### config.mk
export PLATFORM = sky130hd
export DESIGN_NAME = three_level_priority_queue_demotion
export DESIGN_NICKNAME = d
export VERILOG_FILES = /design/src/design/tpq_pkg.sv /design/src/design/tpq_ram.sv /design/src/design/tpq_fifo.sv /design/src/design/tpq_front.sv /design/src/design/tpq_back.sv /design/src/design/three_level_priority_queue_demotion.sv
export SDC_FILE = /design/constraint.sdc
export NUM_CORES = 2
export LEC_CHECK = 0
export BUFFER_PORTS_ARGS = -buffer_cell sky130_fd_sc_hd__buf_2
export CAP_MARGIN = 40
export CORE_MARGIN = 2
export CORE_UTILIZATION = 30
export DETAILED_ROUTE_END_ITERATION = 7
export GPL_TIMING_DRIVEN = 0
export PLACE_DENSITY = 0.5
export SKIP_CTS_REPAIR_TIMING = 1
export SYNTH_ARGS = -nofsm -noshare
export SYNTH_HDL_FRONTEND = slang
export SYNTH_SLANG_ARGS = --single-unit
### constraint.sdc
create_clock -name clk -period 5.8 [get_ports clk]
set_input_delay 1.45 -clock clk [delete_from_list [all_inputs] [get_ports clk]]
set_output_delay 1.45 -clock clk [all_outputs]
set_load 0.01 [all_outputs]
### src/design/tpq_pkg.sv
// shared types, codes and constants of the three-level priority queue
// no dependencies
package tpq_pkg;

	localparam int MAX_ENTRIES_DEF = 64;
	localparam int ID_W            = 6;
	localparam int Q_DEPTH         = 2;
	localparam int NUM_LEVELS      = 3;

	// request codes
	localparam logic [2:0] RQ_ADD    = 3'd0;
	localparam logic [2:0] RQ_DEMOTE = 3'd1;
	localparam logic [2:0] RQ_NEXT   = 3'd2;
	localparam logic [2:0] RQ_QUERY  = 3'd3;
	localparam logic [2:0] RQ_LIST   = 3'd4;

	// status codes
	localparam logic [2:0] ST_OK        = 3'd0;
	localparam logic [2:0] ST_DUP       = 3'd1;
	localparam logic [2:0] ST_BAD_LEVEL = 3'd2;
	localparam logic [2:0] ST_ABSENT    = 3'd3;
	localparam logic [2:0] ST_EMPTY     = 3'd4;
	localparam logic [2:0] ST_NO_DONE   = 3'd5;

	typedef struct packed {
		logic [2:0]      req_type;
		logic [ID_W-1:0] entry_id;
		logic [2:0]      level;
	} req_t;

	typedef struct packed {
		logic [2:0]      status;
		logic [ID_W-1:0] result_id;
		logic [1:0]      result_level;
		logic            last;
	} rsp_t;

	// classified request handed from front to back
	typedef struct packed {
		logic [2:0]      req_type;
		logic [ID_W-1:0] entry_id;
		logic [1:0]      lvl;
		logic            held;
		logic            lvl_ok;
	} cmd_t;

endpackage

### src/design/tpq_ram.sv
// generic single write port ram with registered read
// no dependencies
module tpq_ram #(
	parameter int WIDTH = 8,
	parameter int DEPTH = 64
) (
	input  logic                     clk,
	input  logic                     we,
	input  logic [$clog2(DEPTH)-1:0] waddr,
	input  logic [WIDTH-1:0]         wdata,
	input  logic [$clog2(DEPTH)-1:0] raddr,
	output logic [WIDTH-1:0]         rdata
);

	logic [WIDTH-1:0] mem_q [DEPTH];

	always_ff @(posedge clk) begin
		if (we) begin
			mem_q[waddr] <= wdata;
		end
		rdata <= mem_q[raddr];
	end

endmodule

### src/design/tpq_fifo.sv
// small flop-based fifo with show-ahead read
// no dependencies
module tpq_fifo #(
	parameter int WIDTH = 8,
	parameter int DEPTH = 2
) (
	input  logic             clk,
	input  logic             arst_n,
	input  logic             push,
	input  logic [WIDTH-1:0] wdata,
	output logic             full,
	input  logic             pop,
	output logic [WIDTH-1:0] rdata,
	output logic             empty
);

	localparam int PW = (DEPTH > 1) ? $clog2(DEPTH) : 1;
	localparam int CW = $clog2(DEPTH + 1);

	logic [WIDTH-1:0] mem_q [DEPTH];
	logic [PW-1:0]    wptr_q, rptr_q;
	logic [CW-1:0]    cnt_q;
	logic             do_push, do_pop;

	assign full    = (cnt_q == CW'(DEPTH));
	assign empty   = (cnt_q == '0);
	assign do_push = push && !full;
	assign do_pop  = pop && !empty;
	assign rdata   = mem_q[rptr_q];

	always_ff @(posedge clk or negedge arst_n) begin
		if (!arst_n) begin
			wptr_q <= '0;
			rptr_q <= '0;
			cnt_q  <= '0;
		end else begin
			if (do_push) begin
				wptr_q <= (wptr_q == PW'(DEPTH - 1)) ? '0 : wptr_q + 1'b1;
			end
			if (do_pop) begin
				rptr_q <= (rptr_q == PW'(DEPTH - 1)) ? '0 : rptr_q + 1'b1;
			end
			if (do_push && !do_pop) begin
				cnt_q <= cnt_q + 1'b1;
			end else if (do_pop && !do_push) begin
				cnt_q <= cnt_q - 1'b1;
			end
		end
	end

	always_ff @(posedge clk) begin
		if (do_push) begin
			mem_q[wptr_q] <= wdata;
		end
	end

endmodule

### src/design/tpq_front.sv
// front end: accepts requests, classifies them and queues them for the back end
// depends on tpq_pkg and tpq_fifo
module tpq_front #(
	parameter int MAX_ENTRIES = tpq_pkg::MAX_ENTRIES_DEF
) (
	input  logic          clk,
	input  logic          arst_n,
	input  logic          push,
	input  tpq_pkg::req_t req,
	input  logic          hold,
	output logic          full,
	output logic          cmd_valid,
	output tpq_pkg::cmd_t cmd,
	input  logic          cmd_pop
);

	tpq_pkg::cmd_t                  cls;
	logic                           q_full, q_empty, known;
	logic [$bits(tpq_pkg::cmd_t)-1:0] q_rdata;

	always_comb begin
		cls.req_type = req.req_type;
		cls.entry_id = req.entry_id;
		cls.lvl      = req.level[1:0];
		cls.held     = ({26'd0, req.entry_id} < 32'(MAX_ENTRIES));
		cls.lvl_ok   = req.level inside {[3'd1:3'd3]};
	end

	// unknown request types are taken and dropped
	assign known     = (req.req_type <= tpq_pkg::RQ_LIST);
	assign full      = q_full || hold;
	assign cmd_valid = !q_empty;
	assign cmd       = tpq_pkg::cmd_t'(q_rdata);

	tpq_fifo #(
		.WIDTH ($bits(tpq_pkg::cmd_t)),
		.DEPTH (tpq_pkg::Q_DEPTH)
	) u_cmdq (
		.clk    (clk),
		.arst_n (arst_n),
		.push   (push && !full && known),
		.wdata  (cls),
		.full   (q_full),
		.pop    (cmd_pop),
		.rdata  (q_rdata),
		.empty  (q_empty)
	);

endmodule

### src/design/tpq_back.sv
// back end: sequencer over level/done/link rams, list ends and counts
// depends on tpq_pkg and tpq_ram
module tpq_back #(
	parameter int MAX_ENTRIES = tpq_pkg::MAX_ENTRIES_DEF
) (
	input  logic          clk,
	input  logic          arst_n,
	input  logic          cmd_valid,
	input  tpq_pkg::cmd_t cmd,
	output logic          cmd_pop,
	input  logic          out_full,
	output logic          out_push,
	output tpq_pkg::rsp_t out_item,
	output logic          clearing
);

	localparam int IW    = $clog2(MAX_ENTRIES);
	localparam int CW    = $clog2(MAX_ENTRIES + 1);
	localparam int IDW   = tpq_pkg::ID_W;
	localparam int NLV   = tpq_pkg::NUM_LEVELS;
	localparam int NSCAN = (MAX_ENTRIES < (1 << IDW)) ? MAX_ENTRIES : (1 << IDW);

	localparam logic [2:0] S_CLR      = 3'd0;
	localparam logic [2:0] S_IDLE     = 3'd1;
	localparam logic [2:0] S_EXEC     = 3'd2;
	localparam logic [2:0] S_PUSH     = 3'd3;
	localparam logic [2:0] S_SCAN_RD  = 3'd4;
	localparam logic [2:0] S_SCAN_EV  = 3'd5;
	localparam logic [2:0] S_SCAN_END = 3'd6;

	logic [2:0]    st_q, st_d;
	tpq_pkg::cmd_t op_q, op_d;
	logic [IW-1:0] tgt_q, tgt_d, sc_q, sc_d, pend_q, pend_d, clr_q, clr_d;
	logic [1:0]    li_q, li_d;
	logic          pend_v_q, pend_v_d;
	logic [IW-1:0] se_q [NLV];
	logic [IW-1:0] se_d [NLV];
	logic [IW-1:0] je_q [NLV];
	logic [IW-1:0] je_d [NLV];
	logic [CW-1:0] cnt_q [NLV];
	logic [CW-1:0] cnt_d [NLV];

	logic          lvl_we, done_we, ls_we, lj_we;
	logic [IW-1:0] lvl_wa, done_wa, ls_wa, lj_wa, ls_wd, lj_wd, lk_ra;
	logic [1:0]    lvl_wd, lvl_rd, cur;
	logic          done_wd, done_rd;
	logic [IW-1:0] lk_s, lk_j;
	logic [1:0]    lx, top;
	logic          any;

	assign clearing = (st_q == S_CLR);
	assign any      = (cnt_q[0] != '0) || (cnt_q[1] != '0) || (cnt_q[2] != '0);
	assign top      = (cnt_q[2] != '0) ? 2'd2 : ((cnt_q[1] != '0) ? 2'd1 : 2'd0);
	assign cur      = op_q.held ? lvl_rd : 2'd0;

	always_comb begin
		st_d     = st_q;
		op_d     = op_q;
		tgt_d    = tgt_q;
		li_d     = li_q;
		sc_d     = sc_q;
		pend_d   = pend_q;
		pend_v_d = pend_v_q;
		clr_d    = clr_q;
		se_d     = se_q;
		je_d     = je_q;
		cnt_d    = cnt_q;
		lvl_we   = 1'b0;
		lvl_wa   = tgt_q;
		lvl_wd   = 2'd0;
		done_we  = 1'b0;
		done_wa  = tgt_q;
		done_wd  = 1'b0;
		ls_we    = 1'b0;
		ls_wa    = '0;
		ls_wd    = '0;
		lj_we    = 1'b0;
		lj_wa    = '0;
		lj_wd    = '0;
		cmd_pop  = 1'b0;
		out_push = 1'b0;
		out_item = '0;
		lx       = li_q;
		case (st_q)
			S_CLR: begin
				lvl_we  = 1'b1;
				lvl_wa  = clr_q;
				done_we = 1'b1;
				done_wa = clr_q;
				if (clr_q == IW'(MAX_ENTRIES - 1)) begin
					st_d = S_IDLE;
				end else begin
					clr_d = clr_q + 1'b1;
				end
			end
			S_IDLE: begin
				lx = top;
				if (cmd_valid) begin
					cmd_pop = 1'b1;
					op_d    = cmd;
					if (cmd.req_type == tpq_pkg::RQ_LIST) begin
						sc_d     = '0;
						pend_v_d = 1'b0;
						st_d     = S_SCAN_RD;
					end else if (cmd.req_type == tpq_pkg::RQ_NEXT) begin
						tgt_d = se_q[top];
						li_d  = top;
						st_d  = S_EXEC;
					end else begin
						tgt_d = IW'(cmd.entry_id);
						st_d  = S_EXEC;
					end
				end
			end
			S_EXEC: begin
				if (!out_full) begin
					out_push      = 1'b1;
					out_item.last = 1'b1;
					st_d          = S_IDLE;
					case (op_q.req_type)
						tpq_pkg::RQ_ADD: begin
							lx = op_q.lvl - 2'd1;
							if (!op_q.held) begin
								out_item.status = tpq_pkg::ST_ABSENT;
							end else if (cur != 2'd0) begin
								out_item.status = tpq_pkg::ST_DUP;
							end else if (!op_q.lvl_ok) begin
								out_item.status = tpq_pkg::ST_BAD_LEVEL;
							end else begin
								lvl_we = 1'b1;
								lvl_wd = op_q.lvl;
								// join end append
								if (cnt_q[lx] == '0) begin
									se_d[lx] = tgt_q;
								end else begin
									lj_we = 1'b1;
									lj_wa = je_q[lx];
									lj_wd = tgt_q;
									ls_we = 1'b1;
									ls_wa = tgt_q;
									ls_wd = je_q[lx];
								end
								je_d[lx]  = tgt_q;
								cnt_d[lx] = cnt_q[lx] + 1'b1;
							end
						end
						tpq_pkg::RQ_DEMOTE, tpq_pkg::RQ_NEXT: begin
							lx = (op_q.req_type == tpq_pkg::RQ_NEXT) ? li_q :
								((cur == 2'd0) ? 2'd0 : cur - 2'd1);
							if (op_q.req_type == tpq_pkg::RQ_DEMOTE && cur == 2'd0) begin
								out_item.status = tpq_pkg::ST_ABSENT;
							end else if (op_q.req_type == tpq_pkg::RQ_NEXT && !any) begin
								out_item.status = tpq_pkg::ST_EMPTY;
							end else begin
								// unlink from its level
								if (cnt_q[lx] <= CW'(1)) begin
									cnt_d[lx] = '0;
								end else begin
									if (se_q[lx] == tgt_q) begin
										se_d[lx] = lk_j;
									end else if (je_q[lx] == tgt_q) begin
										je_d[lx] = lk_s;
									end else begin
										lj_we = 1'b1;
										lj_wa = lk_s;
										lj_wd = lk_j;
										ls_we = 1'b1;
										ls_wa = lk_j;
										ls_wd = lk_s;
									end
									cnt_d[lx] = cnt_q[lx] - 1'b1;
								end
								lvl_we = 1'b1;
								if (op_q.req_type == tpq_pkg::RQ_NEXT) begin
									out_item.result_id = IDW'(tgt_q);
								end else if (cur == 2'd1) begin
									done_we = 1'b1;
									done_wd = 1'b1;
								end else begin
									lvl_wd = cur - 2'd1;
									li_d   = cur - 2'd2;
									st_d   = S_PUSH;
								end
							end
						end
						tpq_pkg::RQ_QUERY: begin
							if (cur == 2'd0) begin
								out_item.status = tpq_pkg::ST_ABSENT;
							end else begin
								out_item.result_level = cur;
							end
						end
						default: begin
						end
					endcase
				end
			end
			S_PUSH: begin
				// serve end insert at the lower level
				if (cnt_q[lx] == '0) begin
					je_d[lx] = tgt_q;
				end else begin
					ls_we = 1'b1;
					ls_wa = se_q[lx];
					ls_wd = tgt_q;
					lj_we = 1'b1;
					lj_wa = tgt_q;
					lj_wd = se_q[lx];
				end
				se_d[lx]  = tgt_q;
				cnt_d[lx] = cnt_q[lx] + 1'b1;
				st_d      = S_IDLE;
			end
			S_SCAN_RD: begin
				st_d = S_SCAN_EV;
			end
			S_SCAN_EV: begin
				// one found id is held back so the final one can carry last
				if (!(done_rd && pend_v_q && out_full)) begin
					if (done_rd) begin
						if (pend_v_q) begin
							out_push           = 1'b1;
							out_item.result_id = IDW'(pend_q);
						end
						pend_d   = sc_q;
						pend_v_d = 1'b1;
					end
					if (sc_q == IW'(NSCAN - 1)) begin
						st_d = S_SCAN_END;
					end else begin
						sc_d = sc_q + 1'b1;
						st_d = S_SCAN_RD;
					end
				end
			end
			S_SCAN_END: begin
				if (!out_full) begin
					out_push      = 1'b1;
					out_item.last = 1'b1;
					if (pend_v_q) begin
						out_item.result_id = IDW'(pend_q);
					end else begin
						out_item.status = tpq_pkg::ST_NO_DONE;
					end
					st_d = S_IDLE;
				end
			end
			default: begin
				st_d = S_IDLE;
			end
		endcase
		lk_ra = tgt_d;
	end

	always_ff @(posedge clk or negedge arst_n) begin
		if (!arst_n) begin
			st_q     <= S_CLR;
			clr_q    <= '0;
			pend_v_q <= 1'b0;
			for (int i = 0; i < NLV; i++) begin
				cnt_q[i] <= '0;
			end
		end else begin
			st_q     <= st_d;
			clr_q    <= clr_d;
			pend_v_q <= pend_v_d;
			cnt_q    <= cnt_d;
		end
	end

	always_ff @(posedge clk) begin
		op_q   <= op_d;
		tgt_q  <= tgt_d;
		li_q   <= li_d;
		sc_q   <= sc_d;
		pend_q <= pend_d;
		se_q   <= se_d;
		je_q   <= je_d;
	end

	tpq_ram #(.WIDTH(2), .DEPTH(MAX_ENTRIES)) u_lvl_ram (
		.clk(clk), .we(lvl_we), .waddr(lvl_wa), .wdata(lvl_wd),
		.raddr(tgt_d), .rdata(lvl_rd)
	);

	tpq_ram #(.WIDTH(1), .DEPTH(MAX_ENTRIES)) u_done_ram (
		.clk(clk), .we(done_we), .waddr(done_wa), .wdata(done_wd),
		.raddr(sc_d), .rdata(done_rd)
	);

	tpq_ram #(.WIDTH(IW), .DEPTH(MAX_ENTRIES)) u_ls_ram (
		.clk(clk), .we(ls_we), .waddr(ls_wa), .wdata(ls_wd),
		.raddr(lk_ra), .rdata(lk_s)
	);

	tpq_ram #(.WIDTH(IW), .DEPTH(MAX_ENTRIES)) u_lj_ram (
		.clk(clk), .we(lj_we), .waddr(lj_wa), .wdata(lj_wd),
		.raddr(lk_ra), .rdata(lk_j)
	);

endmodule

### src/design/three_level_priority_queue_demotion.sv
// channel   | handshake       | payload
// request   | push / full     | req (req_type, entry_id, level)
// response  | pop / empty     | rsp (status, result_id, result_level, last)
//
// add, take next, query and errors pass IDLE and EXEC in the back end; a demote to a
// lower level also passes PUSH (read, unlink, serve-end insert on the link rams)
// list done reads and checks the done bitmap id by id, one result per done id
// after reset a clearing pass writes every address of the level and done rams
// with full held high
// a full response queue stalls the back end; the request queue accepts until full
// top level: depends on tpq_pkg, tpq_front, tpq_back, tpq_fifo
module three_level_priority_queue_demotion #(
	parameter int MAX_ENTRIES = tpq_pkg::MAX_ENTRIES_DEF
) (
	input  logic          clk,
	input  logic          arst_n,
	input  logic          push,
	output logic          full,
	input  tpq_pkg::req_t req,
	output logic          empty,
	input  logic          pop,
	output tpq_pkg::rsp_t rsp
);

	tpq_pkg::cmd_t                    cmd;
	tpq_pkg::rsp_t                    out_item;
	logic                             cmd_valid, cmd_pop, out_push, out_full, clearing;
	logic [$bits(tpq_pkg::rsp_t)-1:0] oq_rdata;

	assign rsp = tpq_pkg::rsp_t'(oq_rdata);

	tpq_front #(.MAX_ENTRIES(MAX_ENTRIES)) u_front (
		.clk       (clk),
		.arst_n    (arst_n),
		.push      (push),
		.req       (req),
		.hold      (clearing),
		.full      (full),
		.cmd_valid (cmd_valid),
		.cmd       (cmd),
		.cmd_pop   (cmd_pop)
	);

	tpq_back #(.MAX_ENTRIES(MAX_ENTRIES)) u_back (
		.clk       (clk),
		.arst_n    (arst_n),
		.cmd_valid (cmd_valid),
		.cmd       (cmd),
		.cmd_pop   (cmd_pop),
		.out_full  (out_full),
		.out_push  (out_push),
		.out_item  (out_item),
		.clearing  (clearing)
	);

	tpq_fifo #(
		.WIDTH ($bits(tpq_pkg::rsp_t)),
		.DEPTH (tpq_pkg::Q_DEPTH)
	) u_rspq (
		.clk    (clk),
		.arst_n (arst_n),
		.push   (out_push),
		.wdata  (out_item),
		.full   (out_full),
		.pop    (pop),
		.rdata  (oq_rdata),
		.empty  (empty)
	);

endmodule

Word-level counts from Yosys, hierarchy flattened
Memory sizes are Yosys's and may differ from the RTL's. A register that Yosys moved wholly into a read port is not among the register bits. Index checks and enable logic that the tools add are counted.

Register bits: 102. Bits in writable memories: 1008. Input port bits: 16. Output and inout port bits: 14. Word-level logic and storage cells: 403. Memories kept: 6.

Memories: u_back.u_lj_ram.mem_q (depth 64, width 6, rd ports 1, clocked after memory_dff 1, wr ports 1, RTL line tpq_ram.sv:15) `logic [WIDTH-1:0] mem_q [DEPTH];`; u_back.u_ls_ram.mem_q (depth 64, width 6, rd ports 1, clocked after memory_dff 1, wr ports 1, RTL line tpq_ram.sv:15); u_back.u_lvl_ram.mem_q (depth 64, width 2, rd ports 1, clocked after memory_dff 1, wr ports 1, RTL line tpq_ram.sv:15); u_back.u_done_ram.mem_q (depth 64, width 1, rd ports 1, clocked after memory_dff 1, wr ports 1, RTL line tpq_ram.sv:15); u_front.u_cmdq.mem_q (depth 2, width 12, rd ports 1, clocked after memory_dff 0, wr ports 1, RTL line tpq_fifo.sv:20) `logic [WIDTH-1:0] mem_q [DEPTH];`; u_rspq.mem_q (depth 2, width 12, rd ports 1, clocked after memory_dff 0, wr ports 1, RTL line tpq_fifo.sv:20).

Add/sub/neg operators: 16. Order comparisons: 11. Equal/unequal tests: 44. Muxes and demuxes: 233. Bitwise operators: 9. Reductions and logical operators: 58.

Operators with widths (count): 18-bit 2-to-1 mux (19); 6-bit 2-to-1 mux (51); 21-bit 2-to-1 mux (7); 18-bit case mux with 2 select lines (4); 18-bit bitwise mux (6); 21-bit case mux with 2 select lines (2); 2-bit 2-to-1 mux (33); 21-bit bitwise mux (3); 7-bit 2-to-1 mux (9); 6-bit binary-select mux with 2-bit select (5); 6-bit case mux with 2 select lines (5); 1-bit 2-to-1 mux (49); 3-bit 2-to-1 mux (15); 7-bit binary-select mux with 2-bit select (3); 7-bit demux with 2-bit select (3); 6-bit demux with 2-bit select (3); 2-bit != test (second input constant) (11); 21-bit bitwise AND (1); 21-bit inverter (1); 7-bit nonzero test (3); 1-bit logical AND (18); 3-bit != test (second input constant) (6); 3-bit case mux with 6 select lines (1); 6-bit case mux with 3 select lines (1); other kinds (44) (112).

Depth between registers and ports, before layout
Depth in word-level cells: 19. Gate-level depth with buffers: 17. Mapped depth without buffers: 14.

Modules after synthesis
Synthesis repeated with hierarchy kept, for this count alone.

Cell total of the unflattened synthesis: 2944. Area, all modules: 48388.9 um2.

Modules (own cells, without submodules): tpq_ram (u_back.u_lj_ram ...) (times used 2, cells an instance 729, area each 15205.8 um2, seq. area each 11651.2 um2); tpq_back (times used 1, cells an instance 843, area each 7247.0 um2, seq. area each 2547.4 um2); tpq_ram (u_back.u_lvl_ram) (times used 1, cells an instance 315, area each 5489.0 um2, seq. area each 3883.7 um2); tpq_ram (u_back.u_done_ram) (times used 1, cells an instance 205, area each 2936.6 um2, seq. area each 1941.9 um2); tpq_fifo (u_front.u_cmdq) (times used 1, cells an instance 59, area each 1168.6 um2, seq. area each 880.8 um2); tpq_fifo (u_rspq) (times used 1, cells an instance 56, area each 1099.8 um2, seq. area each 820.8 um2); tpq_front (times used 1, cells an instance 8, area each 36.3 um2, seq. area each 0.0 um2).

Worst setup path before layout
No wires, ideal clock.

Path kind: reg2reg. From: register u_back.op_q[2] (netlist bit). To: memory u_back.u_ls_ram.mem_q[45][0] (netlist bit) (enable). Library setup time: 352 ps. Arrival: 5002 ps. Data required time: 5448 ps. Setup slack: 446 ps. Stages on the path, launching flop included: 17. Path buffers: 4. Period minus slack after synthesis: 5354 ps. Cell sequence: edfxtp_1 > inv_1 > clkbuf_1 > ha_1 > buf_1 > clkbuf_1 > mux2i_1 > o22ai_1 > inv_1 > ha_1 > a31oi_1 > clkbuf_1 > a22o_1 > a31oi_1 > inv_1 > nand3b_1 > nor2_1.

Elaborated cells between the ends (all ways): 22. Classes of those cells: add/sub: 1; mux: 19; bitwise: 1; reduce/logical: 1.

RTL lines: start: declaration (RTL line tpq_back.sv:32) `tpq_pkg::cmd_t op_q, op_d;`; start signal: assignment (RTL line tpq_back.sv:272) `op_q <= op_d;`; 2-bit by 1-bit subtractor with 2-bit output (RTL line tpq_back.sv:122) `lx = op_q.lvl - 2'd1;`; 2-bit inverter with 3-bit output (not written as such) (RTL line tpq_back.sv:133) `if (cnt_q[lx] == '0) begin`; 7-bit binary-select mux with 2-bit select (RTL line tpq_back.sv:133); 7-bit 2-to-1 mux (not written as such) (2 in series) (RTL line tpq_back.sv:133); 7-bit logical NOT (RTL line tpq_back.sv:133); 6-bit 2-to-1 mux (4 in series); 6-bit case mux with 2 select lines; 6-bit 2-to-1 mux; 6-bit case mux with 2 select lines; via u_back.lj_wd[2] (RTL line tpq_back.sv:44) `logic [IW-1:0] lvl_wa, done_wa, ls_wa, lj_wa, ls_wd, lj_wd, lk_ra;`; end: declaration (RTL line tpq_ram.sv:15).

The timed path passes the listed nets, and every way through them passes these cells. The select of a mux whose other input is x is not followed.

Worst setup path in the final report
From: register u_back.cnt_q[10] (netlist bit). To: register u_back.u_ls_ram.rdata[5] (read register of u_back.u_ls_ram.mem_q).

Longest elaborated chain between the ends: 11.

Ends and longest elaborated chain: start: declaration (RTL line tpq_back.sv:40) `logic [CW-1:0] cnt_q [NLV];`; start signal: assignment (RTL line tpq_back.sv:267) `cnt_q <= cnt_d;`; 7-bit nonzero test (RTL line tpq_back.sv:53) `assign top = (cnt_q[2] != '0) ? 2'd2 : ((cnt_q[1] != '0) ? 2'd1 : 2'd0);`; 1-bit 2-to-1 mux (RTL line tpq_back.sv:53); 2-bit 2-to-1 mux (RTL line tpq_back.sv:53); 2-bit inverter with 3-bit output (not written as such) (RTL line tpq_back.sv:106) `tgt_d = se_q[top];`; 6-bit binary-select mux with 2-bit select (RTL line tpq_back.sv:106); 6-bit 2-to-1 mux (not written as such) (2 in series) (RTL line tpq_back.sv:106); 6-bit 2-to-1 mux (RTL line tpq_back.sv:105) `end else if (cmd.req_type == tpq_pkg::RQ_NEXT) begin`; 6-bit 2-to-1 mux (RTL line tpq_back.sv:101) `if (cmd.req_type == tpq_pkg::RQ_LIST) begin`; 6-bit 2-to-1 mux (RTL line tpq_back.sv:98) `if (cmd_valid) begin`; 6-bit 2-to-1 mux (RTL line tpq_back.sv:84) `case (st_q)`; end: declaration (RTL line tpq_ram.sv:12) `output logic [WIDTH-1:0] rdata`.

Every way passes these cells. The select of a mux whose other input is x is not followed. A chain may end at the register's enable or synchronous reset.

==> out/results.ini <==
[status]
status = finished with violations
violations = design-rule violations, negative setup slack

[place]
post_dp_cell_area_mm2 = 0.05395
port-buffer-count = 29
gp_congestion = 0.9280
dp_hpwl_um = 131200
dp.cells = 6437

[pwr]
ir_worst_vdd_mv = 0.2769
p_leak_nw = 18.76
swShare_pct = 20.42
power_frac_seq_pct = 52.9
cellPowerDensity_mw_per_mm2 = 282.5
power_mw = 16.51
p_clk_share_pct = 47.0
p_int_mw = 13.14
switchingPower_mw = 3.371
p_comb_share_pct = 0.1

[sta]
min_period_ns = 5.958
skew_ns = 0.09109
rsz0062_at_grt = true
slew_headroom_pct = 29.57
finalCritPeriodShare_pct = 102.7
hold_viol = 0
max_freq_mhz = 167.8
final-max-slew-violation-count = 0
worstMarginPinSlew_ns = 1.049
setup_viol = 3
setup_ws_ns = -0.1584
setup_tns_ns = -0.2157

[clock_tree]
cts_buffers = 118
path_clk_slew_ns = 0.06
cts_tree = yes
root_buffer = clkbuf_16
clockBufferDepth = 3
clock_sinks = 1124
clk_latency_ns = 0.79
cts_htree_levels = 3

[yosys]
synthXorXnorAreaFrac_pct = 0.8442
muxShareOfSynthArea_pct = 3.706
netlist_instances = 4139
syn-num-nets = 4173
async_flop_share_pct = 3.470
synth_edf_count = 1058
yosys_warnings = 0
seq_area_frac_synth_pct = 66.84
synth_cell_types = 98
synth-main-ff-cell = edfxtp_1
synth-simple-area-share_pct = 15.13
synth_top_family_by_area = simple AND/OR/NAND/NOR gates
ys_seq_elements = 1124
syn_area_per_cell_um2 = 12.03
synth_compound_area_share_pct = 10.41
syn_area_mm2 = 0.04980
synthAdderAreaFrac_pct = 0.4522

[finish]
layout_commonest_cell = edfxtp_1
layout_common_cells = edfxtp_1 (1,058), nand2_1 (861), nand3_1 (318), nor2_1 (254), clkbuf_1 (190)
fin_area_mm2 = 0.05845
instances_no_fill = 6666
area_growth_pct = 17.36
postLayoutCoreUtil_pct = 35.42
drive_gt1_share_pct = 12.76
nNetsFinal = 4407

[routing]
vias_per_cell = 5.428
wire_per_inst_um = 27.03
ant_nets = 0
drc_errors = 8
drtPass1Iterations = 8
first_iter_violations = 4551
vias = 36185
drt_wl_total_um = 180200

[worst_setup_path]
rrSetupSlack_ns = -0.16
cp-start-kind = flip-flop
critPathLaunch = u_back.cnt_q[10]$_DFFE_PN0P_
r2r_end = u_back.u_ls_ram.rdata[5]$_DFF_P_
rr_worst_depth = 12
critical_path.endpoint = u_back.u_ls_ram.rdata[5]$_DFF_P_
cp-end-kind = flip-flop
cp_max_fo = 10
cp.required_ns = 6.42
critPathKind = reg -> reg
arrival_ns = 6.58
reg2reg_from = u_back.cnt_q[10]$_DFFE_PN0P_

[die]
start_util_pct = 30.18
die_h_um = 411.4
num_rows = 149
dieArea_mm2 = 0.1693
core_region_area_mm2 = 0.1650
die_x_um = 411.4
io_pins = 30

[global_routing]
grt_pass1_vias = 34183
antenna_found_initial = 12
grt_pass1_wl_um = 255000
grt.total_usage_pct = 20.83
grt_max_degree = 49
grt_overflow_total = 0

[min_path]
min_path_type = reg -> reg

[run]
maxCapViolations = 0

## cells in the mapped netlist (all sizes together) (9+ instances only)
library cell	instances	area (um2)
edfxtp	1058	31770
nand2	862	3236
nor2	358	1351
nand3	324	1622
a21oi	174	882.1
clkbuf	166	623.1
mux2i	148	1485
o21ai	106	534.3
buf	103	493.0
a22o	56	490.5
o2111ai	55	481.7
inv	49	183.9
a211oi	41	312.8
dfrtp	39	975.9
a31oi	32	240.2
mux2	32	360.4
a311oi	31	271.5
o22ai	29	187.7
dfxtp	27	540.5
nand2b	27	168.9
nor3	27	135.1
xnor2	27	236.5
a22oi	22	178.9
and3	21	131.4
xor2	21	183.9
a221oi	20	175.2
a32oi	20	175.2
ha	18	225.2
or3	18	112.6
a2111oi	17	168.9
a221o	16	160.2
nand3b	15	162.7
o311a	15	150.1
o31ai	15	112.6
or4b	15	150.1
nand4	14	87.58
nor4	10	75.07
a21o	9	75.07
## power groups by stage
stage | logic, mW | clock network [mW] | registers (mW)
after floorplan | 0.000613 | 0 | 8.91
after global placement | 0.0141 | 0 | 8.91
after detailed placement | 0.0161 | 0 | 8.91
after CTS | 0.0164 | 7.86 | 8.74
after global routing | 0.0177 | 8.18 | 8.73
final | 0.0154 | 7.76 | 8.74
## worst min-delay path by stage
stage,from,endpoint,depth (start not counted)
CTS,u_rspq.wptr_q$_DFFE_PN0P_,u_rspq.wptr_q$_DFFE_PN0P_,1
detailed placement,u_rspq.wptr_q$_DFFE_PN0P_,u_rspq.wptr_q$_DFFE_PN0P_,1
global route,u_front.u_cmdq.wptr_q$_DFFE_PN0P_,u_front.u_cmdq.wptr_q$_DFFE_PN0P_,1
global placement,u_rspq.wptr_q$_DFFE_PN0P_,u_rspq.wptr_q$_DFFE_PN0P_,1
finish,u_front.u_cmdq.wptr_q$_DFFE_PN0P_,u_front.u_cmdq.wptr_q$_DFFE_PN0P_,1
floorplan,u_rspq.wptr_q$_DFFE_PN0P_,u_rspq.wptr_q$_DFFE_PN0P_,1
## state kept, by name (all words and copies together) (netlist names), 18 cells and up
| register | cells |
|---|---|
| u_back.u_ls_ram.mem_q | 384 |
| u_front.u_cmdq.mem_q | 24 |
| u_back.u_done_ram.mem_q | 64 |
| u_back.se_q | 18 |
| u_back.u_lj_ram.mem_q | 384 |
| u_back.u_lvl_ram.mem_q | 128 |
| u_rspq.mem_q | 24 |
| u_back.je_q | 18 |
| u_back.cnt_q | 21 |
## cell families (layout without fill, tap and decap cells)
group | count (synthesis) | count (layout)
simple gates | 1730 | 1730
flops | 1124 | 1124
compound gates | 721 | 721
buf+inv | 318 | 653
mux | 180 | 180
xor+xnor | 48 | 48
fa+ha+maj | 18 | 18
other cells | 0 | 3
## per-stage QoR
stage          hold WS, ns  setup slack [ns]
4_1_cts             0.4941            -1.703
6_report            0.4915           -0.1584
2_1_floorplan       0.4555            0.4459
3_3_place_gp        0.4682            -3.840
5_1_grt             0.5101          -0.04619
3_5_place_dp        0.4797            -1.707
## area by class of cell
| cell class | instances | area, um2 |
|---|---|---|
| diodes | 3 | 7.507 |
| plain buffers | 266 | 1127 |
| clock buffers | 156 | 3136 |
| clock inverters | 65 | 772.0 |
| fillers | 16253 | 106500 |
| inverters | 49 | 198.9 |
| multi-input cells | 2697 | 15760 |
| flip-flops and latches | 1124 | 33290 |
| well taps | 2189 | 2739 |
| repair buffers | 117 | 1420 |
## worst max-delay path, stage by stage, from the launching register on
cell and delay, ns:
dfrtp_1 0.36, clkbuf_1 0.31, nor3_1 0.74, nand2_1 0.28, a211oi_1 0.30, o31a_1 0.35, buf_2 0.48, clkbuf_1 0.75
clkbuf_1 0.60, nand3_1 0.14, nand3_1 0.29, o2111ai_1 0.51, or4b_1 0.74
## metal layers
metal | track usage [%] | wire length, um | part of all wire, %
met1 | 29.76 | 78840 | 44
met2 | 31.60 | 78920 | 44
met3 | 3.800 | 15290 | 8.5
met4 | 7.250 | 7039 | 3.9
met5 | 0 | 63 | 0.035
Power figures use the tool's default switching activity.
